[src/hw/rtl/mlr_pkg.sv]
// ----------------------------------------------------------------------------
// mlr_pkg
// Shared types and constants for the modular linear recurrence block.
// ----------------------------------------------------------------------------
package mlr_pkg;

  localparam int unsigned CoefW   = 32;
  localparam int unsigned AddrW   = 5;
  localparam int unsigned MemRows = 27;

  localparam logic [1:0] BankAcc  = 2'd0;
  localparam logic [1:0] BankBase = 2'd1;
  localparam logic [1:0] BankTmp  = 2'd2;

  typedef enum logic [13:0] {
    S_IDLE = 14'b00000000000001,
    S_INIT = 14'b00000000000010,
    S_RLD  = 14'b00000000000100,
    S_RDX  = 14'b00000000001000,
    S_RDY  = 14'b00000000010000,
    S_LDY  = 14'b00000000100000,
    S_MUL  = 14'b00000001000000,
    S_ACC  = 14'b00000010000000,
    S_CPR  = 14'b00000100000000,
    S_CPW  = 14'b00001000000000,
    S_LOOP = 14'b00010000000000,
    S_SUMR = 14'b00100000000000,
    S_SUMA = 14'b01000000000000,
    S_DONE = 14'b10000000000000
  } state_e;

  // Address of entry (row, col) of a 3x3 matrix bank in the working memory.
  function automatic logic [AddrW-1:0] mat_addr(logic [1:0] bank, logic [1:0] row,
                                                logic [1:0] col);
    logic [AddrW-1:0] a;
    a = AddrW'(bank) * AddrW'(9) + AddrW'(row) * AddrW'(3) + AddrW'(col);
    return a;
  endfunction

endpackage

[src/hw/rtl/modular_linear_recurrence_matpow.sv]
// ----------------------------------------------------------------------------
// modular_linear_recurrence_matpow
// Term n of F(n) = a*F(n-1) + b*F(n-2) + c mod m by 3x3 matrix powering.
// ----------------------------------------------------------------------------
// A query word is taken when start_i is high and busy_o is low. The block
// then stays busy until its answer is shown on term_value_o for exactly one
// cycle with done_o high; the receiver cannot hold it off.
// Index one or two, or a zero modulus, shows its answer in the cycle right
// after the query word is taken.
// Otherwise the block reduces the coefficients, then raises the matrix to
// the power n-2 by square-and-multiply. All products run through one
// bit-serial modular multiplier fed from a small working memory of three
// 3x3 banks with a registered read port. A query needs one squaring per
// bit of n-2 above the lowest and one product per set bit.
// Reset returns the sequencer to idle; no query is in flight afterwards.
// ----------------------------------------------------------------------------
module modular_linear_recurrence_matpow #(
  parameter int unsigned INDEX_BITS = 64,
  parameter int unsigned MOD_BITS   = 31
) (
  input  logic        clk_i,
  input  logic        rst_ni,
  input  logic        start_i,
  output logic        busy_o,
  input  logic [31:0] coef_a_i,
  input  logic [31:0] coef_b_i,
  input  logic [31:0] coef_c_i,
  input  logic [30:0] modulus_i,
  input  logic [63:0] term_index_i,
  output logic        done_o,
  output logic [30:0] term_value_o
);
  import mlr_pkg::*;

  localparam int unsigned MB = MOD_BITS;
  localparam int unsigned CntW = $clog2(CoefW);

  state_e st_q, st_d;

  logic [INDEX_BITS-1:0] e_q, e_d;
  logic [CoefW-1:0]      ca_q, cb_q, cc_q, ca_d, cb_d, cc_d;
  logic [MB-1:0]         md_q, md_d;
  logic [CoefW-1:0]      xs_q, xs_d;
  logic [MB-1:0]         y_q, y_d;
  logic [MB-1:0]         p_q, p_d;
  logic [MB-1:0]         s_q, s_d;
  logic [MB-1:0]         res_q, res_d;
  logic [CntW-1:0]       cnt_q, cnt_d;
  logic [1:0]            r_q, r_d, c_q, c_d, k_q, k_d;
  logic                  sq_q, sq_d;
  logic                  red_q, red_d;

  logic [MB-1:0]    mem_q [MemRows];
  logic [MB-1:0]    rdata_q;
  logic             we, re;
  logic [AddrW-1:0] waddr, raddr;
  logic [MB-1:0]    wdata;

  logic [INDEX_BITS-1:0] n_w;
  logic [MB-1:0]         one_w;
  logic [MB+1:0]         t_w, m1_w, m2_w;
  logic [MB-1:0]         pn_w;
  logic [MB:0]           add_w;
  logic [MB-1:0]         addm_w;
  logic [MB-1:0]         addin_w;
  logic [1:0]            src1_w;
  logic [AddrW-1:0]      ini_w;
  logic [MB-1:0]         inival_w;

  assign n_w    = term_index_i[INDEX_BITS-1:0];
  assign one_w  = {{(MB-1){1'b0}}, (md_q != MB'(1))};
  assign src1_w = sq_q ? BankBase : BankAcc;

  // Bit-serial modular multiply step: p = (2p + bit*y) mod m, with p < m.
  assign m1_w = {2'b00, md_q};
  assign m2_w = {1'b0, md_q, 1'b0};
  assign t_w  = {1'b0, p_q, 1'b0} + (xs_q[CoefW-1] ? {2'b00, y_q} : '0);
  always_comb begin
    if (t_w >= m2_w) begin
      pn_w = MB'(t_w - m2_w);
    end else if (t_w >= m1_w) begin
      pn_w = MB'(t_w - m1_w);
    end else begin
      pn_w = MB'(t_w);
    end
  end

  // Modular add of s and either the last product or a memory word.
  assign addin_w = st_q[6:0] == '0 && st_q == S_SUMA ? rdata_q : p_q;
  assign add_w   = {1'b0, s_q} + {1'b0, addin_w};
  assign addm_w  = (add_w >= {1'b0, md_q}) ? MB'(add_w - {1'b0, md_q}) : MB'(add_w);

  // Initial contents: identity in the acc bank, fixed rows in the base bank.
  assign ini_w = AddrW'(cnt_q);
  always_comb begin
    if (ini_w == AddrW'(0) || ini_w == AddrW'(4) || ini_w == AddrW'(8) ||
        ini_w == AddrW'(12) || ini_w == AddrW'(17)) begin
      inival_w = one_w;
    end else begin
      inival_w = '0;
    end
  end

  always_comb begin
    st_d  = st_q;
    e_d   = e_q;
    ca_d  = ca_q;
    cb_d  = cb_q;
    cc_d  = cc_q;
    md_d  = md_q;
    xs_d  = xs_q;
    y_d   = y_q;
    p_d   = p_q;
    s_d   = s_q;
    res_d = res_q;
    cnt_d = cnt_q;
    r_d   = r_q;
    c_d   = c_q;
    k_d   = k_q;
    sq_d  = sq_q;
    red_d = red_q;
    we    = 1'b0;
    re    = 1'b0;
    waddr = '0;
    raddr = '0;
    wdata = '0;
    case (st_q)
      S_IDLE: begin
        if (start_i) begin
          ca_d = coef_a_i;
          cb_d = coef_b_i;
          cc_d = coef_c_i;
          md_d = modulus_i[MB-1:0];
          e_d  = n_w - INDEX_BITS'(2);
          cnt_d = '0;
          if (n_w == INDEX_BITS'(1) || n_w == INDEX_BITS'(2)) begin
            res_d = MB'(1);
            st_d  = S_DONE;
          end else if (modulus_i[MB-1:0] == '0) begin
            res_d = '0;
            st_d  = S_DONE;
          end else begin
            st_d = S_INIT;
          end
        end
      end
      S_INIT: begin
        we    = 1'b1;
        waddr = ini_w;
        wdata = inival_w;
        if (ini_w == AddrW'(17)) begin
          k_d   = '0;
          red_d = 1'b1;
          st_d  = S_RLD;
        end else begin
          cnt_d = cnt_q + CntW'(1);
        end
      end
      S_RLD: begin
        case (k_q)
          2'd0:    xs_d = ca_q;
          2'd1:    xs_d = cb_q;
          default: xs_d = cc_q;
        endcase
        y_d   = one_w;
        p_d   = '0;
        cnt_d = '0;
        st_d  = S_MUL;
      end
      S_RDX: begin
        re    = 1'b1;
        raddr = mat_addr(src1_w, r_q, k_q);
        st_d  = S_RDY;
      end
      S_RDY: begin
        re    = 1'b1;
        raddr = mat_addr(BankBase, k_q, c_q);
        xs_d  = {{(CoefW-MB){1'b0}}, rdata_q};
        st_d  = S_LDY;
      end
      S_LDY: begin
        y_d   = rdata_q;
        p_d   = '0;
        cnt_d = '0;
        st_d  = S_MUL;
      end
      S_MUL: begin
        p_d  = pn_w;
        xs_d = {xs_q[CoefW-2:0], 1'b0};
        cnt_d = cnt_q + CntW'(1);
        if (cnt_q == CntW'(CoefW - 1)) begin
          if (red_q) begin
            we    = 1'b1;
            waddr = mat_addr(BankBase, 2'd0, k_q);
            wdata = pn_w;
            if (k_q == 2'd2) begin
              red_d = 1'b0;
              st_d  = S_LOOP;
            end else begin
              k_d  = k_q + 2'd1;
              st_d = S_RLD;
            end
          end else begin
            st_d = S_ACC;
          end
        end
      end
      S_ACC: begin
        st_d = S_RDX;
        if (k_q == 2'd2) begin
          we    = 1'b1;
          waddr = mat_addr(BankTmp, r_q, c_q);
          wdata = addm_w;
          s_d   = '0;
          k_d   = '0;
          if (c_q == 2'd2) begin
            c_d = '0;
            if (r_q == 2'd2) begin
              cnt_d = '0;
              st_d  = S_CPR;
            end else begin
              r_d = r_q + 2'd1;
            end
          end else begin
            c_d = c_q + 2'd1;
          end
        end else begin
          s_d = addm_w;
          k_d = k_q + 2'd1;
        end
      end
      S_CPR: begin
        re    = 1'b1;
        raddr = mat_addr(BankTmp, 2'd0, 2'd0) + AddrW'(cnt_q);
        st_d  = S_CPW;
      end
      S_CPW: begin
        we    = 1'b1;
        waddr = mat_addr(src1_w, 2'd0, 2'd0) + AddrW'(cnt_q);
        wdata = rdata_q;
        if (cnt_q == CntW'(8)) begin
          st_d = S_LOOP;
        end else begin
          cnt_d = cnt_q + CntW'(1);
          st_d  = S_CPR;
        end
      end
      S_LOOP: begin
        r_d = '0;
        c_d = '0;
        k_d = '0;
        s_d = '0;
        if (e_q == '0) begin
          st_d = S_SUMR;
        end else if (e_q[0]) begin
          e_d  = {e_q[INDEX_BITS-1:1], 1'b0};
          sq_d = 1'b0;
          st_d = S_RDX;
        end else begin
          e_d = e_q >> 1;
          if ((e_q >> 1) != '0) begin
            sq_d = 1'b1;
            st_d = S_RDX;
          end
        end
      end
      S_SUMR: begin
        re    = 1'b1;
        raddr = mat_addr(BankAcc, 2'd0, k_q);
        st_d  = S_SUMA;
      end
      S_SUMA: begin
        if (k_q == 2'd2) begin
          res_d = addm_w;
          st_d  = S_DONE;
        end else begin
          s_d  = addm_w;
          k_d  = k_q + 2'd1;
          st_d = S_SUMR;
        end
      end
      S_DONE: begin
        st_d = S_IDLE;
      end
      default: begin
        st_d = S_IDLE;
      end
    endcase
  end

  always_ff @(posedge clk_i or negedge rst_ni) begin
    if (!rst_ni) begin
      st_q  <= S_IDLE;
      red_q <= 1'b0;
      sq_q  <= 1'b0;
    end else begin
      st_q  <= st_d;
      red_q <= red_d;
      sq_q  <= sq_d;
    end
  end

  always_ff @(posedge clk_i) begin
    e_q   <= e_d;
    ca_q  <= ca_d;
    cb_q  <= cb_d;
    cc_q  <= cc_d;
    md_q  <= md_d;
    xs_q  <= xs_d;
    y_q   <= y_d;
    p_q   <= p_d;
    s_q   <= s_d;
    res_q <= res_d;
    cnt_q <= cnt_d;
    r_q   <= r_d;
    c_q   <= c_d;
    k_q   <= k_d;
  end

  always_ff @(posedge clk_i) begin
    if (we) begin
      mem_q[waddr] <= wdata;
    end
    if (re) begin
      rdata_q <= mem_q[raddr];
    end
  end

  assign busy_o       = (st_q != S_IDLE);
  assign done_o       = (st_q == S_DONE);
  assign term_value_o = 31'(res_q);

  a_onehot: assert property (@(posedge clk_i) disable iff (!rst_ni) $onehot(st_q))
    else $error("sequencer state is not one-hot");
  a_done_busy: assert property (@(posedge clk_i) disable iff (!rst_ni) done_o |-> busy_o)
    else $error("result word shown while idle");
  a_start: assert property (@(posedge clk_i) disable iff (!rst_ni)
                            start_i && !busy_o |=> busy_o)
    else $error("accepted query did not make the block busy");
  a_done_idle: assert property (@(posedge clk_i) disable iff (!rst_ni) done_o |=> !busy_o)
    else $error("block stayed busy after its result word");
  a_mul_range: assert property (@(posedge clk_i) disable iff (!rst_ni)
                                st_q == S_MUL |-> p_q < md_q)
    else $error("partial product left the residue range");

endmodule

[config.mk]
export PLATFORM = sky130hd
export DESIGN_NAME = modular_linear_recurrence_matpow
export DESIGN_NICKNAME = d
export VERILOG_FILES = /design/src/hw/rtl/mlr_pkg.sv /design/src/hw/rtl/modular_linear_recurrence_matpow.sv
export SDC_FILE = /design/constraint.sdc
export NUM_CORES = 2
export LEC_CHECK = 0
export BUFFER_PORTS_ARGS = -buffer_cell sky130_fd_sc_hd__buf_2
export CORE_MARGIN = 2
export CORE_UTILIZATION = 41
export DETAILED_ROUTE_END_ITERATION = 10
export RECOVER_POWER = 25
export SYNTH_ARGS = -nofsm -noshare
export SYNTH_HDL_FRONTEND = slang
export SYNTH_SLANG_ARGS = --single-unit
[constraint.sdc]
create_clock -name clk_i -period 7.48 [get_ports clk_i]
set_clock_uncertainty 0.2 [all_clocks]
set_input_delay 0.748 -clock clk_i [delete_from_list [all_inputs] [get_ports clk_i]]
set_output_delay 0.748 -clock clk_i [all_outputs]
set_load 0.01 [all_outputs]
Word-level counts from Yosys, hierarchy flattened
Memories as Yosys holds them, arrays and structs flattened. A register that Yosys moved wholly into a read port is not among the register bits. Index checks and enable logic that the tools add are counted.

Input port bits: 194. Memories: 1. Flip-flop bits (word level): 374. Logic and storage cells: 208. Output and inout port bits: 33. RAM bits: 837.

Add/sub/neg operators: 19. Equal/unequal tests: 43. Multipliers: 3. Order comparisons: 3. Muxes and demuxes: 82. Bitwise operators: 1. Reduce and logical (&&, ||, !) cells: 38.

Memory list: mem_q (depth 27, width 31, rd ports 1, clocked after memory_dff 1, wr ports 1, line modular_linear_recurrence_matpow.sv:53) `logic [MB-1:0] mem_q [MemRows];`.

Operator list (count): $mux 31 (14); $mux 64 (3); $pmux 31 s2 (3); $pmux 14 s12 (1); $mux 14 (10); $pmux 64 s2 (1); $pmux 31 s4 (1); $pmux 32 s3 (1); $pmux 31 s3 (1); $sub 31x31->31 (3); $eq 64x1->1 const B (1); $eq 64x2->1 const B (1); $logic_not 64->1 (1); $pmux 32 s2 (1); $reduce_bool 64->1 (1); $sub 64x2->64 const B (1); $mux 5 (9); $pmux 5 s4 (2); $add 32x31->33 (1); $ge 33x31->1 (1); $ge 33x32->1 (1); $add 31x31->32 (1); $ge 32x31->1 (1); $logic_not 31->1 (1); other kinds (61) (128).

Logic depth before layout (Yosys ltp)
Word-level depth: 8. Gate-level depth with buffers: 29.

Worst setup path after synthesis
No wires, ideal clock.

Path type: register -> register. From: register st_q[7]. To: memory mem_q[0][13] (netlist bit) (data pin). Slack: -0.062 ns. Stages on the path, launching flop included: 30. Buffers on the path: 3. Arrival time: 6.980 ns. Required time: 6.917 ns. Path through: dfrtp_1 nor4_1 and2_1 nand3_1 or3b_2 clkbuf_1 clkbuf_1 nand2_1 nand2_1 ha_1 a211oi_1 nor4b_1 nor3_1 a211oi_1 o21a_1 nor3_1 o31ai_1 xor2_1 ha_1 nand4_1 nor3_1 and2_1 a21boi_1 o31ai_1 a21o_1 a31oi_1 nor2_2 clkbuf_1 a21oi_1 o221ai_1.

Longest elaborated chain between the ends: 8. Elaborated cells on any way between the ends: 13. Classes of those cells: 2 x add/sub; 1 x order compare; 5 x eq/ne; 4 x mux; 1 x reduce/logical.

Ends and longest elaborated chain: from (decl) (line modular_linear_recurrence_matpow.sv:38) `state_e st_q, st_d;`; from (signal assigned) (line modular_linear_recurrence_matpow.sv:297) `st_q <= st_d;`; $eq 14x13->1 (line modular_linear_recurrence_matpow.sv:89) `assign addin_w = st_q[6:0] == '0 && st_q == S_SUMA ? rdata_q : p_q;`; $logic_and 1x1->1 (line modular_linear_recurrence_matpow.sv:89); $mux 31 (line modular_linear_recurrence_matpow.sv:89); $add 31x31->32 (line modular_linear_recurrence_matpow.sv:90) `assign add_w = {1'b0, s_q} + {1'b0, addin_w};`; $sub 31x31->31 / $ge 32x31->1 (equally long branches) (line modular_linear_recurrence_matpow.sv:91) `assign addm_w = (add_w >= {1'b0, md_q}) ? MB'(add_w - {1'b0, md_q}) : MB'(add_w);`; $mux 31 (line modular_linear_recurrence_matpow.sv:91); $mux 31 (line modular_linear_recurrence_matpow.sv:210) `if (k_q == 2'd2) begin`; $pmux 31 s4 (*) (line modular_linear_recurrence_matpow.sv:127) `case (st_q)`; named net wdata[13] (line modular_linear_recurrence_matpow.sv:57) `logic [MB-1:0] wdata;`; to (decl) (line modular_linear_recurrence_matpow.sv:53).

The timed path passes the listed nets; every way through them passes the cells marked *.

Worst setup path in the final report
From: register st_q[7]. To: memory mem_q[3][14] (netlist bit) (data pin).

Same word-level chain as after synthesis.

==> run summary <==
After synthesis, the share of flip-flops with an asynchronous set or reset is 0.01288. The overflow left after global routing is 0. Counting the buffers created by CTS gives 136. The reg-to-reg startpoint is st_q[7]. The setup path with the least slack is of type flop to flop. The clock net sink count is 1242.

The average vias per placed instance is 5.984. The cell total after placement is 6938. The number of core rows is 140.

The flip-flop and latch count after synthesis is 1242. The fraction of layout cells with a size suffix above 1 is 0.1519. The share of the clock period used by the worst path is 0.9665. For this run, the top clock speed supported by timing is 138.3 MHz.

In the detailed route, the total length drawn on met3 is 13740 um. In this run the register-to-register setup slack is 250 ps. The cell repeated most along the worst path is sky130_fd_sc_hd__nand2_1. The portion of synthesized cell area occupied by the leading cell type came out at 0.6110.

The critical path required time came out at 7800 ps. The number of enable-type register cells in the synthesized netlist came out at 1226. TritonCTS built the clock tree.

Once placement finished, the instance area stood at 65660 sq um. The total half-perimeter wirelength after legalization and detailed placement came out at 129600 um. In this run the tool buffered the top-level ports with 226 buffer cells. The number of global-route vias before repair came out at 42.03k. Broken down by cell family, the worst path's largest delay share belongs to simple AND/OR/NAND/NOR gates. The initial core utilization is 0.4134. The run finished, with violations left. The worst pin sits at a relative slew slack of -0.03892. The count of unresolved DRC violations after routing came out at 0. Detailed routing placed a total of 94830 um of wire on met2. The maximum number of pins on one net before global-route repair is 156. The start point of the critical path is st_q[7]. The worst setup path is captured at a flop. The library cell occupying the most area in the post-synthesis netlist is sky130_fd_sc_hd__edfxtp_1. The gate count after technology mapping is 4804. The wire length after detailed routing is 201400 um. In this run the count of I/O pins placed on the die edge is 227. The cell count along the critical path came out at 31. The largest fanout of any net on the critical path is 13. The top cell types in the final layout, fill and taps aside, are 1226 x sky130_fd_sc_hd__edfxtp_1, 538 x sky130_fd_sc_hd__nand2_1, 408 x sky130_fd_sc_hd__a21oi_1.

At the end of routability-driven placement, the weighted congestion stood at 0.9523. The initial antenna violation count is 1. The growth of design area from synthesis to finish is 18.62%. The insertion delay of the later-clocked pin in the worst-skew pair is 790 ps. The filler-free cell count of the finished design is 7317. The per-cell routed wire length came out at 27.52 um.

The critical path buffer and inverter count came out at 7. The wire length of the first global-routing pass is 288600 um. Timing analysis after detailed placement gives a worst setup slack of -134.3 ps. In this run the vertical extent of the chip is 387.4 um. The total nets after synthesis came out at 5193.

The total number of vias is 43.79k. The met1 wire length is 83610 um. The critical path ends at mem_q[3][14]. In the synthesized netlist the dominant register cell turns out to be sky130_fd_sc_hd__edfxtp_1.

The final instance area came out at 71470 sq um. The number of unique standard cell types used by synthesis is 98. The final critical path time including I/O delays and setup is 7230 ps. The total area of multi-input combinational cells is 22380 sq um.

The final count of hold timing violations is 0. The endpoint identified for the worst register-to-register timing path is mem_q[3][14]. The global-route total usage across every layer came out at 0.2616.

The power density relative to cell area is 198.5 nW/um^2. At the end of the flow, the number of nets in the layout was 5691. The post-synthesis sequential area ratio came out at 0.6177. For the pin with the worst max-slew slack, the measured transition is 1558 ps. The yosys synthesis warning count is 0. The area of the core came out at 145700 sq um.

The class of the worst hold path is primary input to flop. The clock-pin transition on the worst setup and hold timing paths came out at 60 ps. The chip width came out at 387.4 um.

The number of max-slew violations in the final report came out at 33. The kind of start point of the critical path is a flop. The H-tree was split into 4 levels. The number of optimization iterations in the first detailed-route pass is 6. The area of the die is 150000 sq um.

In the post-synthesis netlist, the biggest area contributors are sky130_fd_sc_hd__edfxtp_1 61%, sky130_fd_sc_hd__ha_1 3.8%, sky130_fd_sc_hd__a21oi_1 3.4%. The uppermost layer routed is met4. The max-cap check violation count is 1.

The clock passes through at most 3 buffers. The slowest stage cell on the critical path is sky130_fd_sc_hd__or4_1. The maximum VDD drop came out at 247.1 uV. The detailed router finished its first iteration with 5035 violations. The antenna violation net count after detailed routing came out at 0. Summing every instance area after synthesis gives 60250 sq um.

The area occupied by registers is 37220 sq um. The checks that failed: capacitance limit, slew limit. The delay of the slowest cell on the worst path came out at 540 ps.

The post-route setup TNS came out at 0 ps. The minimum setup slack in the final design is 250.5 ps. The library cell used most frequently in the layout, excluding fill and tap cells, is sky130_fd_sc_hd__edfxtp_1. The leakage power total came out at 23.12 nW. The completed layout was analyzed and its total power is 14.19 mW. The tree is rooted in a sky130_fd_sc_hd__clkbuf_16.

Measured in cells, the most critical reg-to-reg path has a length of 31. The final setup violation count came out at 0. The arrival time of data at the critical path endpoint is 7550 ps.

The count of fill cells added during filler insertion came out at 12.70k. The post-synthesis area per instance came out at 12.54 sq um.
[power by group]
group / switching [mW] / internal, mW
combinational: 0.0692 / 0.0960
clock: 2.82 / 3.65
sequential: 0 / 7.55
total: 2.89 / 11.3
[cells in the mapped netlist, drive strengths merged, types with 8 or more instances]
cell / number
edfxtp: 1226
nand2: 541
a21oi: 412
nor2: 279
and2: 212
clkbuf: 191
ha: 183
a211oi: 179
o21ai: 140
xnor2: 129
inv: 100
a31oi: 88
a21o: 75
nor3: 72
a22oi: 65
nor4: 65
a311oi: 63
mux4: 62
mux2i: 61
buf: 60
xor2: 60
nand3: 54
a221o: 37
nand4: 37
o21a: 28
o21bai: 28
and3: 25
o221ai: 23
or3: 21
nor2b: 20
o31ai: 20
nand2b: 19
dfrtp: 15
nand3b: 15
o211ai: 15
fa: 12
nor3b: 12
or2: 12
a31o: 11
or4: 11
mux2: 10
a21boi: 8
o311ai: 8
[registers in the layout, indices dropped and copies added (netlist names)]
name	cells
mem_q	837
e_q	64
ca_q	32
cb_q	32
cc_q	32
xs_q	32
md_q	31
p_q	31
rdata_q	31
s_q	31
term_value_o	31
y_q	31
st_q	14
cnt_q	5
c_q	2
k_q	2
r_q	2
red_q	1
sq_q	1
[kinds of logic after synthesis]
kind of cell | share of synthesized area
AO/OA/AOI/OAI | 0.1402
XOR/XNOR | 0.02747
adder cells (fa/ha/maj) | 0.04199
buffers and inverters | 0.02282
flip-flops | 0.6177
multiplexers | 0.03518
AND/OR/NAND/NOR | 0.1147
[layer usage]
metal | up-vias | track usage
met5 | - | 0
met4 | 0 | 0.1134
met3 | 380 | 0.03774
met2 | 1831 | 0.4207
met1 | 22065 | 0.3540
li1 | 19509 | -
[cell type report]
type,count,share of cell area
antenna,3,0.0001050
clock buffer,175,0.05010
clock inverter,58,0.008718
inverter,100,0.005252
multi-input combinational,3212,0.3132
sequential,1242,0.5207
tap,1917,0.03356
timing repair buffer,610,0.06840
[worst register-to-register path: cells and delay by family (launching register included)]
kind | cells | cell delay (ps)
and+or+nand+nor | 11 | 2440
AOI/OAI and AO/OA | 9 | 1570
DFF | 1 | 390
xor gates and xnor gates | 1 | 190
adders and majority gates | 2 | 730
buffers and inverters | 7 | 1220
muxes | 1 | 260
[how the worst min path moves through the flow]
stage / from / endpoint / slack, ps / cells past startpoint
after floorplan: rst_ni / red_q / 250 / 0
after global placement: xs_q[29] / xs_q[30] / 330 / 1
after detailed placement: xs_q[29] / xs_q[30] / 340 / 1
after CTS: term_index_i[63] / e_q[63] / 110 / 3
after global routing: term_index_i[63] / e_q[63] / 150 / 3
final: term_index_i[63] / e_q[63] / 140 / 3
[metrics by stage]
stage | hold WS (ps) | util
after detailed placement | 335.4 | 0.4505
after floorplan | 252.4 | -
after CTS | 108.5 | 0.4883
final | 142.2 | 0.4904
after global placement | 329.4 | 0.4505
after global routing | 151.7 | 0.4904
[what timing repair did]
action / CTS / global route
resized for setup: 5 / 53
setup buffers: 0 / 12
pin swaps: 0 / 16
gates cloned: 0 / 3
hold buffers: 128 / 0
endpoints found under the setup margin: 401 / 860
endpoints found under the hold margin: 143 / 0
Power figures use the tool's default switching activity.
